File: config.mk
export PLATFORM = sky130hd
export DESIGN_NAME = lzfb_queue
export DESIGN_NICKNAME = d
export VERILOG_FILES = /design/src/lzfb_pkg.sv /design/src/lzfb_queue.sv
export SDC_FILE = /design/constraint.sdc
export NUM_CORES = 1
export LEC_CHECK = 0
export ABC_AREA = 1
export BUFFER_PORTS_ARGS = -buffer_cell sky130_fd_sc_hd__buf_2
export CAP_MARGIN = 5
export CELL_PAD_IN_SITES_DETAIL_PLACEMENT = 0
export CELL_PAD_IN_SITES_GLOBAL_PLACEMENT = 2
export CORE_UTILIZATION = 30
export DETAILED_ROUTE_END_ITERATION = 8
export GPL_ROUTABILITY_DRIVEN = 0
export PLACE_DENSITY = 0.77
export REMOVE_ABC_BUFFERS = 1
export SETUP_SLACK_MARGIN = 0.05
export SLEW_MARGIN = 10
export SYNTH_ARGS = -nofsm -noshare
export SYNTH_HDL_FRONTEND = slang
export SYNTH_SLANG_ARGS = --single-unit
File: constraint.sdc
create_clock -name i_clk -period 2.4 [get_ports i_clk]
set_input_delay 0.12 -clock i_clk [delete_from_list [all_inputs] [get_ports i_clk]]
set_output_delay 0.12 -clock i_clk [all_outputs]
set_load 0.01 [all_outputs]
File: src/lzfb_pkg.sv
// Package for the flag-bit LZ pixel decompressor.
// Holds the request and result types, the decode phases, the status codes and
// the operation record that passes from the decoder to the pixel back end.
`default_nettype none
package lzfb_pkg;

    localparam int HistAw      = 13;             // 8192-entry history
    localparam int HeaderBytes = 4;
    localparam int FlagBits    = 32;
    localparam int CountBase   = 2;
    localparam logic [16:0] FrameMax  = 17'h10000;
    localparam logic [13:0] LongBias  = 14'd8192;
    localparam logic [13:0] ShortBias = 14'd256;

    localparam logic [0:0] CFG_PACKET_BYTES = 1'b0;
    localparam logic [0:0] CFG_FRAME_PIXELS = 1'b1;

    localparam logic [2:0] ST_RUN      = 3'd0;
    localparam logic [2:0] ST_DONE     = 3'd1;
    localparam logic [2:0] ST_OVERFLOW = 3'd2;
    localparam logic [2:0] ST_BADREF   = 3'd3;
    localparam logic [2:0] ST_TRUNC    = 3'd4;
    localparam logic [2:0] ST_ORDER    = 3'd5;

    typedef enum logic [3:0] {
        PH_HEADER    = 4'd0,
        PH_BIT1      = 4'd1,
        PH_BIT2      = 4'd2,
        PH_BIT3      = 4'd3,
        PH_BIT4      = 4'd4,
        PH_LITERAL   = 4'd5,
        PH_SHORT_OFF = 4'd6,
        PH_LONG_LO   = 4'd7,
        PH_LONG_HI   = 4'd8,
        PH_LONG_CNT  = 4'd9,
        PH_COPY      = 4'd10,
        PH_DONE      = 4'd11,
        PH_OVER      = 4'd12,
        PH_BADREF    = 4'd13,
        PH_TRUNC     = 4'd14
    } t_phase;

    typedef struct packed {
        logic       func;
        logic [7:0] byte_in;
    } t_in_item;

    typedef struct packed {
        logic        pixel_valid;
        logic [7:0]  pixel_value;
        logic [15:0] pixel_position;
        logic        copy_pending;
        logic [2:0]  status;
    } t_out_item;

    // One result to be produced by the back end.
    typedef struct packed {
        logic              has_px;
        logic              is_copy;
        logic [7:0]        value;
        logic [15:0]       pos;
        logic [HistAw-1:0] rd_addr;
        logic              pend;
        logic [2:0]        status;
    } t_op;

    function automatic logic [2:0] status_of(t_phase ph);
        logic [3:0] d;
        d = ph - PH_COPY;
        return (ph >= PH_DONE) ? d[2:0] : ST_RUN;
    endfunction

endpackage
`default_nettype wire

File: src/lzfb_queue.sv
// Two-entry queue of operation records between decoder and pixel back end.
// Depends on lzfb_pkg for the record type.
`default_nettype none
module lzfb_queue (
    input  wire            i_clk,
    input  wire            i_rst_n,
    input  wire            i_push,
    input  lzfb_pkg::t_op  i_op,
    input  wire            i_pop,
    output logic           o_full,
    output logic           o_nonempty,
    output lzfb_pkg::t_op  o_op
);
    import lzfb_pkg::*;

    t_op        r_mem [2];
    logic       r_wr, r_rd;
    logic [1:0] r_cnt;

    always_ff @(posedge i_clk) begin
        if (!i_rst_n) begin
            r_wr  <= 1'b0;
            r_rd  <= 1'b0;
            r_cnt <= '0;
        end else begin
            if (i_push) r_wr <= ~r_wr;
            if (i_pop)  r_rd <= ~r_rd;
            r_cnt <= r_cnt + {1'b0, i_push} - {1'b0, i_pop};
        end
    end

    always_ff @(posedge i_clk) begin
        if (i_push) r_mem[r_wr] <= i_op;
    end

    assign o_full     = (r_cnt == 2'd2);
    assign o_nonempty = (r_cnt != 2'd0);
    assign o_op       = r_mem[r_rd];

endmodule
`default_nettype wire

# Yosys cells after proc, flatten, opt, wreduce, memory -nomap -nowiden
# Memories as Yosys holds them, arrays and structs flattened. A register that Yosys moved wholly into a read port is not among the register bits.
# Index checks and enable logic that the tools add are counted.
# op_classes
order_cmp,0
n_addsub,2
eq_ne,1
n_bitwise,2
shift,0
n_mul,0
n_mux,4
n_div,0
reduce_logical,1
# ops
op,n
$mux W1,4
$add A2 B1 Y2,1
$eq A2 B2 Y1 const B,1
$not A1 Y1,2
$reduce_bool A2 Y1,1
$sub A2 B1 Y2,1
# word_totals
ramBits,86
wordCells,14
out_inout_bits,45
mem_count,1
register_bits,4
romBits,0
latch_bits,0
# mem_list
memory,depth,word_bits,read_ports,rd_ports_with_merged_regs,wr,line,source
r_mem,2,43,1,1,1,lzfb_queue.sv:16,t_op r_mem [2];

# Logic depth before layout (Yosys ltp)
# logic_depth
word_depth,3
mapped_depth,9
depth_no_buf,9

# Least setup slack after synthesis
# Ideal clock, no wire load.
# synth_timing
kind,register -> register
from,register r_wr
to,"memory r_mem[0][0] (netlist name), enable pin"
slack_ns,-0.174
period_less_slack_ns,2.574
required_ns,1.956
arrival_ns,2.130
stages_incl_launch_ff,2
setup_ns,0.444
path_cell_list,dfxtp_1 > nor2_1
# synth_lines
item,line,source
from (decl),lzfb_queue.sv:17,"logic r_wr, r_rd;"
from (signal assigned),lzfb_queue.sv:26,if (i_push) r_wr <= ~r_wr;
to (decl),lzfb_queue.sv:16,
# Straight into the memory's write port.

==> flow_summary.json <==
{
  "synth_compound_area_frac": 0.00142,
  "fin_crit_sh": 0.748,
  "cts.sinks": 91,
  "ys_ff_latch": 91,
  "fin_area_um2": 4820,
  "synth_top_area_share": 0.731,
  "routed_wl_um": 5800,
  "routed_via_density": 4.05,
  "grt.total_usage": 0.0984,
  "cp-start-kind": "register",
  "leakage_uw": 0.00194,
  "finalSetupViolCount": 0,
  "syn-cell-area_um2": 3530,
  "grt_max_degree": 44,
  "postSynthAreaPerCell_um2": 21.2,
  "cp.arrival_ns": 1.67,
  "critPathSlowestCell": "dfxtp_4",
  "synthTopCellsByArea": "edfxtp_1 (73%), mux2_4 (17%), dfxtp_1 (2.8%), buf_12 (2.3%), nand2_1 (0.96%)",
  "whs_ns": 0.00120,
  "synth_top_family_by_area": "multiplexers",
  "fin_crit_ns": 1.79,
  "placedInstanceArea_um2": 4130,
  "yosys.area_share.simple": 0.0195,
  "tns_ns": 0,
  "fp.dieH_um": 111,
  "io_buffers": 91,
  "grt_pass1_vias": 1891,
  "netlist_instances": 167,
  "crit_family": "flip-flops",
  "diodes": 0,
  "antenna_found_initial": 0,
  "slew_viol_final": 0,
  "timing_hold_violations_final": 0,
  "synth_largest_area_cell": "edfxtp_1",
  "firstDrtPassIters": 4,
  "h-tree-depth": 3,
  "power_density_nw_per_um2": 733,
  "core.rowCount": 39,
  "relSlewSlack": 0.602,
  "fillers": 1045,
  "path_buf_inv": 2,
  "fin_ws_ns": 0.605,
  "num-nets-final": 359,
  "post_drt_wl_per_cell_um": 12.7,
  "vias": 1853,
  "ys_types": 12,
  "die-area_um2": 12200,
  "dp_hpwl_um": 3830,
  "cpPeakStageDelay_ns": 0.53,
  "hold_path_class": "input pin to register",
  "timing.fmax_ghz": 0.557,
  "critPathCaptureType": "output port",
  "drc": 0,
  "area_delta_synth_final_pct": 36.4,
  "ir_drop_mv": 0.418,
  "yosysWarnings": 0,
  "synth_seq_area_share": 0.759,
  "grt_setup_unrepaired": "no",
  "outcome": "finished, final reports clean",
  "path_max_fanout": 29,
  "synth_fa_ha_area_frac": 0.00708,
  "io_pins": 92,
  "drt_iter0_drc": 36,
  "cts-root-buf": "clkbuf_16",
  "die-width_um": 111,
  "skew_ns": 0.00460,
  "cts_made_buffers": 9,
  "tightest_slew_ns": 0.597,
  "drv_cap": 0,
  "clkSlewWorstSetupHoldPaths_ns": 0.06,
  "cts_tree": "yes",
  "place_ws_ns": 0.942,
  "synth-xor-area-share": 0,
  "grt_pass1_wl_um": 9100,
  "final_util": 0.420,
  "start_util": 0.308,
  "clk_latency_ns": 0.33,
  "crit_chain": "buf_12 -> mux2_2 -> buf_2",
  "critPathKind": "register to output port",
  "muxShareOfSynthArea": 0.180,
  "gr-total-overflow": 0,
  "drive_gt1_frac": 0.495,
  "cp.required_ns": 2.28,
  "antenna_left": 0,
  "core_area_um2": 11500,
  "cts_max_path_buffers": 2
}
through the flow:
stage	power [µW]	cells
6_report	3530	458
2_1_floorplan	2130	162
5_1_grt	3680	458
3_5_place_dp	2280	400
3_3_place_gp	2270	400
4_1_cts	3600	458
registers in the layout, summed over array words and instances (netlist names), named ones only:
signal  cells
r_mem      86
r_rd        1
r_wr        1
r_cnt       2
cells in the mapped netlist:
| cell type | instances |
|---|---|
| nor2_1 | 8 |
| inv_1 | 7 |
| buf_6 | 1 |
| mux2_2 | 3 |
| ha_1 | 2 |
| dfxtp_1 | 5 |
| a21oi_1 | 1 |
| buf_12 | 4 |
| edfxtp_1 | 86 |
| nand2_1 | 9 |
| mux2_4 | 40 |
| nand3_1 | 1 |
layout by cell type (no fill, tap or decap), drive strengths merged:
master and instances:
buf 95, edfxtp 86, mux2 43, dlygate4sd3 42, clkbuf 10, nand2 9, nor2 8, inv 8
dfxtp 5, clkinvlp 3, ha 2, clkinv 2, a21oi 1, nand3 1
kinds of logic (layout without fill, tap and decap cells):
logic type      Yosys count  after routing
mux                      43             43
fa+ha+maj                 2              2
simple gates             18             18
flops                    91             91
compound gates            1              1
buf+inv                  12            160
repair_timing:
action / CTS / global route
endpoints found under the hold margin: 84 / 0
resized for setup: 0 / 0
hold buffers: 42 / 0
buffers inserted: 0 / 0
power by group:
group / total (µW) / switching, µW / internal (µW) / leakage (µW)
logic: 424 / 185 / 239 / 0.000968
clock network: 1240 / 543 / 700 / 0.000125
registers: 1870 / 31.4 / 1830 / 0.000849
total: 3530 / 759 / 2770 / 0.00194
layer usage:
layer,GRT usage,vias to the layer above,share of wire
met2,0.169,51,0.50
met5,0,-,0
met1,0.113,880,0.43
li1,-,917,-
met3,0.0340,5,0.053
met4,0.0373,0,0.012
final cells by class:
| type | instances | area [µm²] | share of cell area |
|---|---|---|---|
| Clock buffer | 10 | 229 | 0.0475 |
| Clock inverter | 6 | 41.3 | 0.00856 |
| Inverter | 7 | 26.3 | 0.00545 |
| Multi-Input combinational cell | 64 | 741 | 0.154 |
| Sequential cell | 91 | 2690 | 0.557 |
| Tap cell | 143 | 179 | 0.0371 |
| Timing Repair Buffer | 137 | 918 | 0.191 |
path summary, 6_finish.rpt:
path / startpoint / to / slack (ns) / cells after the start
max: register / o_op[0] / 0.61 / 3
min: i_op[0] / r_mem[1][0] / 0.001 / 1
min reg2reg: r_rd / r_rd / 0.53 / 2
max reg2reg: r_wr / r_mem[1][17] / 0.98 / 3
No activity file was read; power rests on OpenSTA's default activity.
