$ cat src/lzfb_pkg.sv
// Package for the flag-bit LZ pixel decompressor.
// Holds the request and result types, the decode phases, the status codes and
// the operation record that passes from the decoder to the pixel back end.
`default_nettype none
package lzfb_pkg;

    localparam int HistAw      = 13;             // 8192-entry history
    localparam int HeaderBytes = 4;
    localparam int FlagBits    = 32;
    localparam int CountBase   = 2;
    localparam logic [16:0] FrameMax  = 17'h10000;
    localparam logic [13:0] LongBias  = 14'd8192;
    localparam logic [13:0] ShortBias = 14'd256;

    localparam logic [0:0] CFG_PACKET_BYTES = 1'b0;
    localparam logic [0:0] CFG_FRAME_PIXELS = 1'b1;

    localparam logic [2:0] ST_RUN      = 3'd0;
    localparam logic [2:0] ST_DONE     = 3'd1;
    localparam logic [2:0] ST_OVERFLOW = 3'd2;
    localparam logic [2:0] ST_BADREF   = 3'd3;
    localparam logic [2:0] ST_TRUNC    = 3'd4;
    localparam logic [2:0] ST_ORDER    = 3'd5;

    typedef enum logic [3:0] {
        PH_HEADER    = 4'd0,
        PH_BIT1      = 4'd1,
        PH_BIT2      = 4'd2,
        PH_BIT3      = 4'd3,
        PH_BIT4      = 4'd4,
        PH_LITERAL   = 4'd5,
        PH_SHORT_OFF = 4'd6,
        PH_LONG_LO   = 4'd7,
        PH_LONG_HI   = 4'd8,
        PH_LONG_CNT  = 4'd9,
        PH_COPY      = 4'd10,
        PH_DONE      = 4'd11,
        PH_OVER      = 4'd12,
        PH_BADREF    = 4'd13,
        PH_TRUNC     = 4'd14
    } t_phase;

    typedef struct packed {
        logic       func;
        logic [7:0] byte_in;
    } t_in_item;

    typedef struct packed {
        logic        pixel_valid;
        logic [7:0]  pixel_value;
        logic [15:0] pixel_position;
        logic        copy_pending;
        logic [2:0]  status;
    } t_out_item;

    // One result to be produced by the back end.
    typedef struct packed {
        logic              has_px;
        logic              is_copy;
        logic [7:0]        value;
        logic [15:0]       pos;
        logic [HistAw-1:0] rd_addr;
        logic              pend;
        logic [2:0]        status;
    } t_op;

    function automatic logic [2:0] status_of(t_phase ph);
        logic [3:0] d;
        d = ph - PH_COPY;
        return (ph >= PH_DONE) ? d[2:0] : ST_RUN;
    endfunction

endpackage
`default_nettype wire

$ cat src/lzfb_front.sv
// Decoder front end: header skip, flag bits, token parsing and match checks.
// Depends on lzfb_pkg; emits one operation record per result-producing request.
`default_nettype none
module lzfb_front (
    input  wire                  i_clk,
    input  wire                  i_rst_n,
    input  wire                  i_cfg_we,
    input  wire [0:0]            i_cfg_addr,
    input  wire [16:0]           i_cfg_data,
    input  wire                  i_accept,
    input  lzfb_pkg::t_in_item   i_item,
    output logic                 o_push,
    output lzfb_pkg::t_op        o_op
);
    import lzfb_pkg::*;

    typedef struct packed {
        t_phase      phase;
        logic [5:0]  bits;
        logic [31:0] word;
        logic [1:0]  refill;
        logic [1:0]  scount;
    } t_sett;

    // Checks end of packet, else resolves the held flag bits and checks truncation.
    function automatic t_sett settle(t_sett s_in, logic [16:0] rem);
        t_sett s;
        logic  bit_v;
        logic  is_bit;
        s = s_in;
        if (s.phase == PH_BIT1 && s.refill == 2'd0 && rem == 17'd0) begin
            s.phase = PH_DONE;
        end else begin
            for (int k = 0; k < 4; k++) begin
                is_bit = (s.phase >= PH_BIT1) && (s.phase <= PH_BIT4);
                if (is_bit && s.bits != 6'd0) begin
                    bit_v  = s.word[5'(s.bits - 6'd1)];
                    s.bits = s.bits - 6'd1;
                    case (s.phase)
                        PH_BIT1: s.phase = bit_v ? PH_LITERAL : PH_BIT2;
                        PH_BIT2: s.phase = bit_v ? PH_LONG_LO : PH_BIT3;
                        PH_BIT3: begin
                            s.scount = {bit_v, 1'b0};
                            s.phase  = PH_BIT4;
                        end
                        default: begin
                            s.scount = {s.scount[1], bit_v};
                            s.phase  = PH_SHORT_OFF;
                        end
                    endcase
                end
            end
            if (s.phase >= PH_BIT1 && s.phase <= PH_BIT4) begin
                if (s.refill == 2'd0 ? (rem < 17'(HeaderBytes)) : (rem == 17'd0)) begin
                    s.phase = PH_TRUNC;
                end
            end else if (s.phase >= PH_LITERAL && s.phase <= PH_LONG_CNT
                         && rem == 17'd0) begin
                s.phase = PH_TRUNC;
            end
        end
        return s;
    endfunction

    logic [16:0] r_packet;
    logic [16:0] r_frame;
    t_sett       r_s,    n_s;
    logic [16:0] r_wp,   n_wp;
    logic [16:0] r_bt,   n_bt;
    logic [8:0]  r_pend, n_pend;
    logic [13:0] r_dist, n_dist;
    logic [7:0]  r_lfb,  n_lfb;

    t_op         w_op;
    logic        w_push;

    always_ff @(posedge i_clk) begin
        if (!i_rst_n) begin
            r_packet <= '0;
            r_frame  <= 17'd64000;
        end else if (i_cfg_we) begin
            case (i_cfg_addr)
                CFG_PACKET_BYTES: r_packet <= i_cfg_data;
                CFG_FRAME_PIXELS: r_frame  <= i_cfg_data;
                default: ;
            endcase
        end
    end

    always_ff @(posedge i_clk) begin
        if (!i_rst_n) begin
            r_s    <= '{phase: PH_HEADER, bits: '0, word: '0, refill: '0, scount: '0};
            r_wp   <= '0;
            r_bt   <= '0;
            r_pend <= '0;
            r_dist <= '0;
            r_lfb  <= '0;
        end else if (i_accept) begin
            r_s    <= n_s;
            r_wp   <= n_wp;
            r_bt   <= n_bt;
            r_pend <= n_pend;
            r_dist <= n_dist;
            r_lfb  <= n_lfb;
        end
    end

    // Next state and the operation record for the request under decode.
    always_comb begin
        logic [16:0] lim;
        logic [16:0] bt1;
        logic [16:0] rem;
        logic [8:0]  count;
        logic [13:0] mdist;
        logic        start;
        logic        report;
        logic [15:0] word16;

        n_s    = r_s;
        n_wp   = r_wp;
        n_bt   = r_bt;
        n_pend = r_pend;
        n_dist = r_dist;
        n_lfb  = r_lfb;
        w_op   = '0;
        w_push = 1'b0;
        start  = 1'b0;
        report = 1'b0;
        count  = '0;
        mdist  = '0;
        word16 = {i_item.byte_in, r_lfb};

        lim = (r_frame > FrameMax) ? FrameMax : r_frame;
        bt1 = r_bt + 17'd1;
        rem = (r_packet > r_bt) ? (r_packet - r_bt) : 17'd0;

        if (r_s.phase >= PH_DONE) begin
            w_op.status = status_of(r_s.phase);
            w_push      = 1'b1;
        end else if (i_item.func) begin
            if (r_s.phase != PH_COPY) begin
                w_op.status = ST_ORDER;
                w_push      = 1'b1;
            end else begin
                n_wp   = r_wp + 17'd1;
                n_pend = r_pend - 9'd1;
                if (n_pend == 9'd0) begin
                    n_s.phase = PH_BIT1;
                    n_s       = settle(n_s, rem);
                end
                w_op.has_px  = 1'b1;
                w_op.is_copy = 1'b1;
                w_op.pos     = r_wp[15:0];
                w_op.rd_addr = r_wp[HistAw-1:0] - r_dist[HistAw-1:0];
                w_op.pend    = (n_pend != 9'd0);
                w_op.status  = status_of(n_s.phase);
                w_push       = 1'b1;
            end
        end else if (r_s.phase == PH_COPY) begin
            w_op.pend   = 1'b1;
            w_op.status = ST_ORDER;
            w_push      = 1'b1;
        end else begin
            n_bt = bt1;
            rem  = (r_packet > bt1) ? (r_packet - bt1) : 17'd0;
            case (r_s.phase)
                PH_HEADER: begin
                    if (bt1 >= 17'(HeaderBytes)) begin
                        n_s.phase = PH_BIT1;
                        n_s       = settle(n_s, rem);
                    end
                end
                PH_LITERAL: begin
                    if (r_wp >= lim) begin
                        n_s.phase = PH_OVER;
                    end else begin
                        n_wp      = r_wp + 17'd1;
                        n_s.phase = PH_BIT1;
                        n_s       = settle(n_s, rem);
                        w_op.has_px = 1'b1;
                        w_op.value  = i_item.byte_in;
                        w_op.pos    = r_wp[15:0];
                        w_op.status = status_of(n_s.phase);
                        w_push      = 1'b1;
                    end
                end
                PH_SHORT_OFF: begin
                    start = 1'b1;
                    count = 9'({7'd0, r_s.scount} + 9'(CountBase));
                    mdist = ShortBias - {6'd0, i_item.byte_in};
                end
                PH_LONG_LO: begin
                    n_lfb     = i_item.byte_in;
                    n_s.phase = PH_LONG_HI;
                    n_s       = settle(n_s, rem);
                end
                PH_LONG_HI: begin
                    mdist = LongBias - {1'b0, word16[15:3]};
                    if (r_lfb[2:0] != 3'd0) begin
                        start = 1'b1;
                        count = {6'd0, r_lfb[2:0]} + 9'(CountBase);
                    end else begin
                        n_dist    = mdist;
                        n_s.phase = PH_LONG_CNT;
                        n_s       = settle(n_s, rem);
                    end
                end
                PH_LONG_CNT: begin
                    if (i_item.byte_in == 8'd0) begin
                        n_s.phase = PH_DONE;
                    end else begin
                        start = 1'b1;
                        count = {1'b0, i_item.byte_in} + 9'(CountBase);
                        mdist = r_dist;
                    end
                end
                default: begin
                    // Flag refill byte, little-endian into the flag word.
                    case (r_s.refill)
                        2'd0:    n_s.word = {24'd0, i_item.byte_in};
                        2'd1:    n_s.word[15:8]  = i_item.byte_in;
                        2'd2:    n_s.word[23:16] = i_item.byte_in;
                        default: n_s.word[31:24] = i_item.byte_in;
                    endcase
                    n_s.refill = r_s.refill + 2'd1;
                    if (r_s.refill == 2'd3) begin
                        n_s.bits = 6'(FlagBits);
                    end
                    n_s = settle(n_s, rem);
                end
            endcase
            if (start) begin
                report = 1'b1;
                n_dist = mdist;
                if (r_wp > lim || (lim - r_wp) < {8'd0, count}) begin
                    n_s.phase = PH_OVER;
                end else if (r_wp < {3'd0, mdist}) begin
                    n_s.phase = PH_BADREF;
                end else begin
                    n_pend    = count;
                    n_s.phase = PH_COPY;
                end
            end
            if (!w_push && (report || n_s.phase >= PH_DONE)) begin
                w_op.pend   = (n_s.phase == PH_COPY);
                w_op.status = status_of(n_s.phase);
                w_push      = 1'b1;
            end
        end
    end

    always_comb begin
        o_push = i_accept && w_push;
        o_op   = w_op;
    end

endmodule
`default_nettype wire

$ cat config.mk
export PLATFORM = sky130hd
export DESIGN_NAME = lzfb_front
export DESIGN_NICKNAME = d
export VERILOG_FILES = /design/src/lzfb_pkg.sv /design/src/lzfb_front.sv
export SDC_FILE = /design/constraint.sdc
export NUM_CORES = 1
export LEC_CHECK = 0
export BUFFER_PORTS_ARGS = -buffer_cell sky130_fd_sc_hd__buf_2
export CORE_UTILIZATION = 50
export CTS_BUF_LIST = sky130_fd_sc_hd__clkbuf_8
export DETAILED_ROUTE_END_ITERATION = 12
export GPL_TIMING_DRIVEN = 1
export HOLD_SLACK_MARGIN = 0.1
export PLACE_DENSITY = 0.72
export SYNTH_ARGS = -nofsm -noshare
export SYNTH_HDL_FRONTEND = slang
export SYNTH_SLANG_ARGS = --single-unit
export TNS_END_PERCENT = 10
$ cat constraint.sdc
create_clock -name i_clk -period 20.5 [get_ports i_clk]
set_clock_uncertainty 0.05 [all_clocks]
set_input_delay 1.025 -clock i_clk [delete_from_list [all_inputs] [get_ports i_clk]]
set_output_delay 1.025 -clock i_clk [all_outputs]
set_load 0.02 [all_outputs]
# --- After elaboration in Yosys (flattened, before gate mapping) ---
# Cells that the tools add are included.
op_classes:
  addsub: 31
  order_cmp: 70
  eq_ne: 68
  muxes: 349
  bitwise: 4
  n_reduce_logical: 100
op_table:
  columns: ["operator", "count"]
  rows:
  - ["$mux W10", 100]
  - ["$mux W46", 9]
  - ["$pmux W42 S4", 1]
  - ["$mux W8", 18]
  - ["$mux W17", 8]
  - ["$mux W4", 31]
  - ["$pmux W3 S3", 13]
  - ["$mux W3", 38]
  - ["$eq A4 B2 Y1 const B", 26]
  - ["$mux W9", 11]
  - ["$mux W14", 7]
  - ["$lt A5 B6 Y1 const B", 14]
  - ["$reduce_bool A6 Y1", 14]
  - ["$sub A6 B1 Y6 const B", 14]
  - ["$mux W24", 3]
  - ["$bmux W1 S5", 14]
  - ["$ge A4 B1 Y1 const B", 17]
  - ["$le A4 B3 Y1 const B", 17]
  - ["$mux W6", 9]
  - ["$eq A4 B1 Y1 const B", 13]
  - ["$pmux W2 S2", 13]
  - ["$gt A17 B17 Y1", 3]
  - ["$sub A17 B17 Y17", 3]
  - ["$mux W2", 24]
  - ["63 further kinds", 202]
totals:
  reg_bits: 145
  inputBits: 31
  out_inout_bits: 44
  wordCells: 634

# --- Logic depth before layout (Yosys ltp) ---
logic_depth:
  depth_word: 72
  mapped_depth: 42
  ltp_nobuf: 36

# --- Worst setup path after synthesis ---
# No wires, ideal clock.
synth_timing:
  path_kind: "register to output"
  start: "register r_s[2] in the netlist's numbering"
  end: "output o_op[3] in the netlist's numbering"
  arrival_ns: 8.013
  required_ns: 19.425
  setup_slack_ns: 11.412
  path_stages_with_launch: 41
  path_buffers: 6
  cell_sequence: "dfxtp_1 > ha_1 > buf_2 > inv_1 > nand2_1 > ha_1 > nor2b_1 > and2_1 > clkbuf_1 > nor2_1 > nor2_1 > a21oi_1 > ha_1 > o211a_1 > a21oi_1 > o221a_2 > buf_2 > xnor2_1 > [5 not listed] > a21oi_1 > nand3_1 > and2_1 > ha_1 > clkbuf_1 > mux2_2 > nor2_1 > nor2_1 > nor2_1 > a221oi_1 > mux2i_1 > mux2i_1 > mux2i_1 > o32a_1 > o311a_1 > o31a_1 > nor2_1 > and4_1"
synth_lines:
  columns: ["item", "line", "source"]
  rows:
  - ["start: declaration", "lzfb_front.sv:67", "t_sett r_s, n_s;"]
  - ["start signal: assignment", "lzfb_front.sv:92", "r_s <= '{phase: PH_HEADER, bits: '0, word: '0, refill: '0, scount: '0};"]
  - ["start signal: assignment", "lzfb_front.sv:99", "r_s <= n_s;"]
  - ["end: declaration", "lzfb_front.sv:13", "output lzfb_pkg::t_op o_op"]

==> run summary <==
outcome - complete, no violations
post-synth top area cell - dfxtp_1
clock power share - 15.9%
CP Data Arrival Time - 11.36 ns
Worst path depth - 36
Req. time, crit path - 19.43 ns
RSZ-0062 raised after global routing - false
post-synthesis mux area share - 12.2%
maximum buffer depth of the clock tree - 2
DP Wirelength - 46.7 mm
worst rel slew slack - 19.2%
io pins - 75
Slowest-stage cell, CP - ha_1
post-route ant nets - 0
Clock Latency Late Sink - 0.51 ns
largest family of logic cells by synthesized area - simple AND/OR/NAND/NOR gates
Netlist cell types - 104
Main synth FF type - dfxtp_1
FILL cells - 3,418
diodes inserted - 0
Pleak - 7.44 nW
WS Path Type - flip-flop to primary output
Final Max Slew Viols - 0
Max Cap Violations - 0
vias in the first global route - 17,700
largest cells by area after synthesis - dfxtp_1 16%, ha_1 8.0%, mux2i_1 6.9%
DRT Pass-1 Iters - 8
Synthesized Nets - 2,686
GR Util met1 - 44.7%
TritonCTS buffer count - 17
cts repair resizes - 0
most used cell, CP - ha_1
global-route wire length before repair - 96.0 mm
Worst setup EP type - primary output
initial DRC count - 2,155
Sink Count - 145
core area - 35,800 sq um
FFs w/ async S/R, synth - 0%
FF-to-FF Start - r_s[3]
Starting Density - 51.2%
Die Width - 194 um
routed vias/inst - 6.52
EDFF count, synth - 0
CTS tree - built
largest net degree at the start of global routing - 84
H-tree Lvls - 4
Total GRT Usage - 31.5%
Mapped Avg Cell Area - 7.24 sq um
crit path max fanout - 30
TNS Setup - 0 ns
nets - 2,664
pwr dens - 78.3 nW/um^2
Clock transition at path regs - 0.10 ns
total number of vias - 19,500
combinational power share - 64.5%
post-route DRC violation count - 0
sequential area share after synthesis - 15.8%
GR Util met2 - 50.0%
postcts setup bufs - 0
die height - 194 um
r2r endpoint - r_s[43]
Area Growth Syn to Fin - 5.47%
Top Usage Layer GRT - met2
internal power - 0.775 mW
crit-path leading delay family - compound AO/OA/AOI/OAI gates
YS warnings - 0
Buf/Inv on CP - 8
share of the synthesized area in the top cell type - 15.8%
fmax - 80.4 MHz
Worst Setup EP - o_op[1]
CTS Hold Bufs - 0
share of power burned in registers - 19.5%
count leader, synth - nor2_1
routed wire length - 60.6 mm
min Tclk post-route - 12.44 ns
R2R Setup Slk - 9.80 ns
final hold violations - 0
share of cells above drive strength 1 - 9.59%
CP max stage delay - 0.80 ns
Yosys reg bits - 145
Compound-Gate Fraction of Synth Area - 23.8%
worst vdd ir - 0.105 mV
GP Congestion - 1.03
startpoint types - flip-flop
CP startpoint - r_s[3]
Setup violations, final - 0
Sw Pwr - 0.740 mW
Switching Fraction - 48.8%
Worst Tran Pin Value - 1.20 ns
adder-cell share of the synthesized area - 8.48%
post-synthesis xor/xnor area fraction - 7.43%
Synth Instances - 2,533
post-DR wirelength/cell - 20.3 um
Finished Core Util - 54.0%
power after layout - 1.52 mW
Tcrit/Tclk final - 60.7%
IO buf count - 74
r2r worst-path depth - 35
Hold WS - 0.423 ns
Die ar. - 37,500 sq um
Post-Syn Area - 18,300 sq um
met3 Use GR - 4.11%
Post-synth top cells - 275 x nor2_1, 259 x nand2_1, 213 x a21oi_1
grt ovf - 0
worst min path class - flip-flop to flip-flop
synthesized-area fraction occupied by and/or/nand/nor cells - 26.6%
std cell rows - 69
antenna violations before repair - 0
clock root cell - clkbuf_8
-- cell type report --
class                           instances  area [sq um]  share of cell area (%)
Clock buffer                           17           234                    1.21
Inverter                              120           453                    2.34
Multi-Input combinational cell       2126         14400                    74.6
Timing Repair Buffer                  101           573                    2.96
Sequential cell                       145          2900                    15.0
Clock inverter                         15           170                   0.879
Tap cell                              461           577                    2.98
-- layout by cell type, fill, tap and decap left out, types with 74 or more instances in the layout --
master / n
nor3_1: 105
o21ai_0: 114
buf_2: 74
dfxtp_1: 144
mux2i_1: 127
nor2_1: 275
ha_1: 118
inv_1: 117
a21oi_1: 213
xnor2_1: 113
nand2_1: 259
-- power by group through the flow --
stage               Combinational, mW  Sequential, mW  Clock (mW)
floorplan                       0.753           0.298           0
global placement                0.945           0.302           0
detailed placement              0.953           0.302           0
CTS                             0.958           0.296       0.245
global route                     1.06           0.297       0.254
finish                          0.978           0.296       0.241
-- per-stage QoR --
step | std cells | cell area [sq um] | worst slack [ns]
6_report | 2985 | 19400 | 8.06
5_1_grt | 2985 | 19400 | 7.36
4_1_cts | 2985 | 19400 | 8.23
3_5_place_dp | 2953 | 18900 | 8.81
3_3_place_gp | 2953 | 18900 | 9.11
2_1_floorplan | 2533 | 18300 | 11.41
-- worst min-delay path by stage --
stage / endpoint / start / cells past startpoint / slack, ns
final: r_packet[0] / r_packet[0] / 2 / 0.42
after global routing: r_frame[14] / r_frame[14] / 2 / 0.46
after CTS: r_packet[0] / r_packet[0] / 2 / 0.42
after detailed placement: r_packet[0] / r_packet[0] / 2 / 0.41
after global placement: r_packet[0] / r_packet[0] / 2 / 0.40
after floorplan: r_packet[0] / r_packet[0] / 2 / 0.39
-- registers in the layout, indices dropped and copies added (netlist names) --
name / cells
r_frame: 17
r_packet: 17
r_wp: 17
r_pend: 9
r_dist: 14
r_s: 46
r_lfb: 8
r_bt: 17
-- worst register-to-register path, delay by kind of cell (launching register included) --
| kind | cells | cell delay (ns) |
|---|---|---|
| compound gates | 9 | 2.52 |
| simple gates | 9 | 2.42 |
| buf+inv | 7 | 2.05 |
| fa+ha+maj | 5 | 1.94 |
| mux | 3 | 0.91 |
| flops | 1 | 0.36 |
| xor+xnor | 2 | 0.31 |
-- cells by family (layout without fill, tap and decap cells) --
logic type	after synthesis	after routing
buffers and inverters	262	253
xor gates and xnor gates	151	151
adders and majority gates	122	122
and+or+nand+nor	1006	1006
DFF	145	145
AOI/OAI and AO/OA	662	662
muxes	185	185
-- routing by layer --
layer | up-vias | routed length [um]
li1 | 9156 | -
met1 | 9262 | 27100
met2 | 934 | 27000
met3 | 107 | 5210
met4 | 0 | 1230
met5 | - | 0
Power figures use the tool's default switching activity.
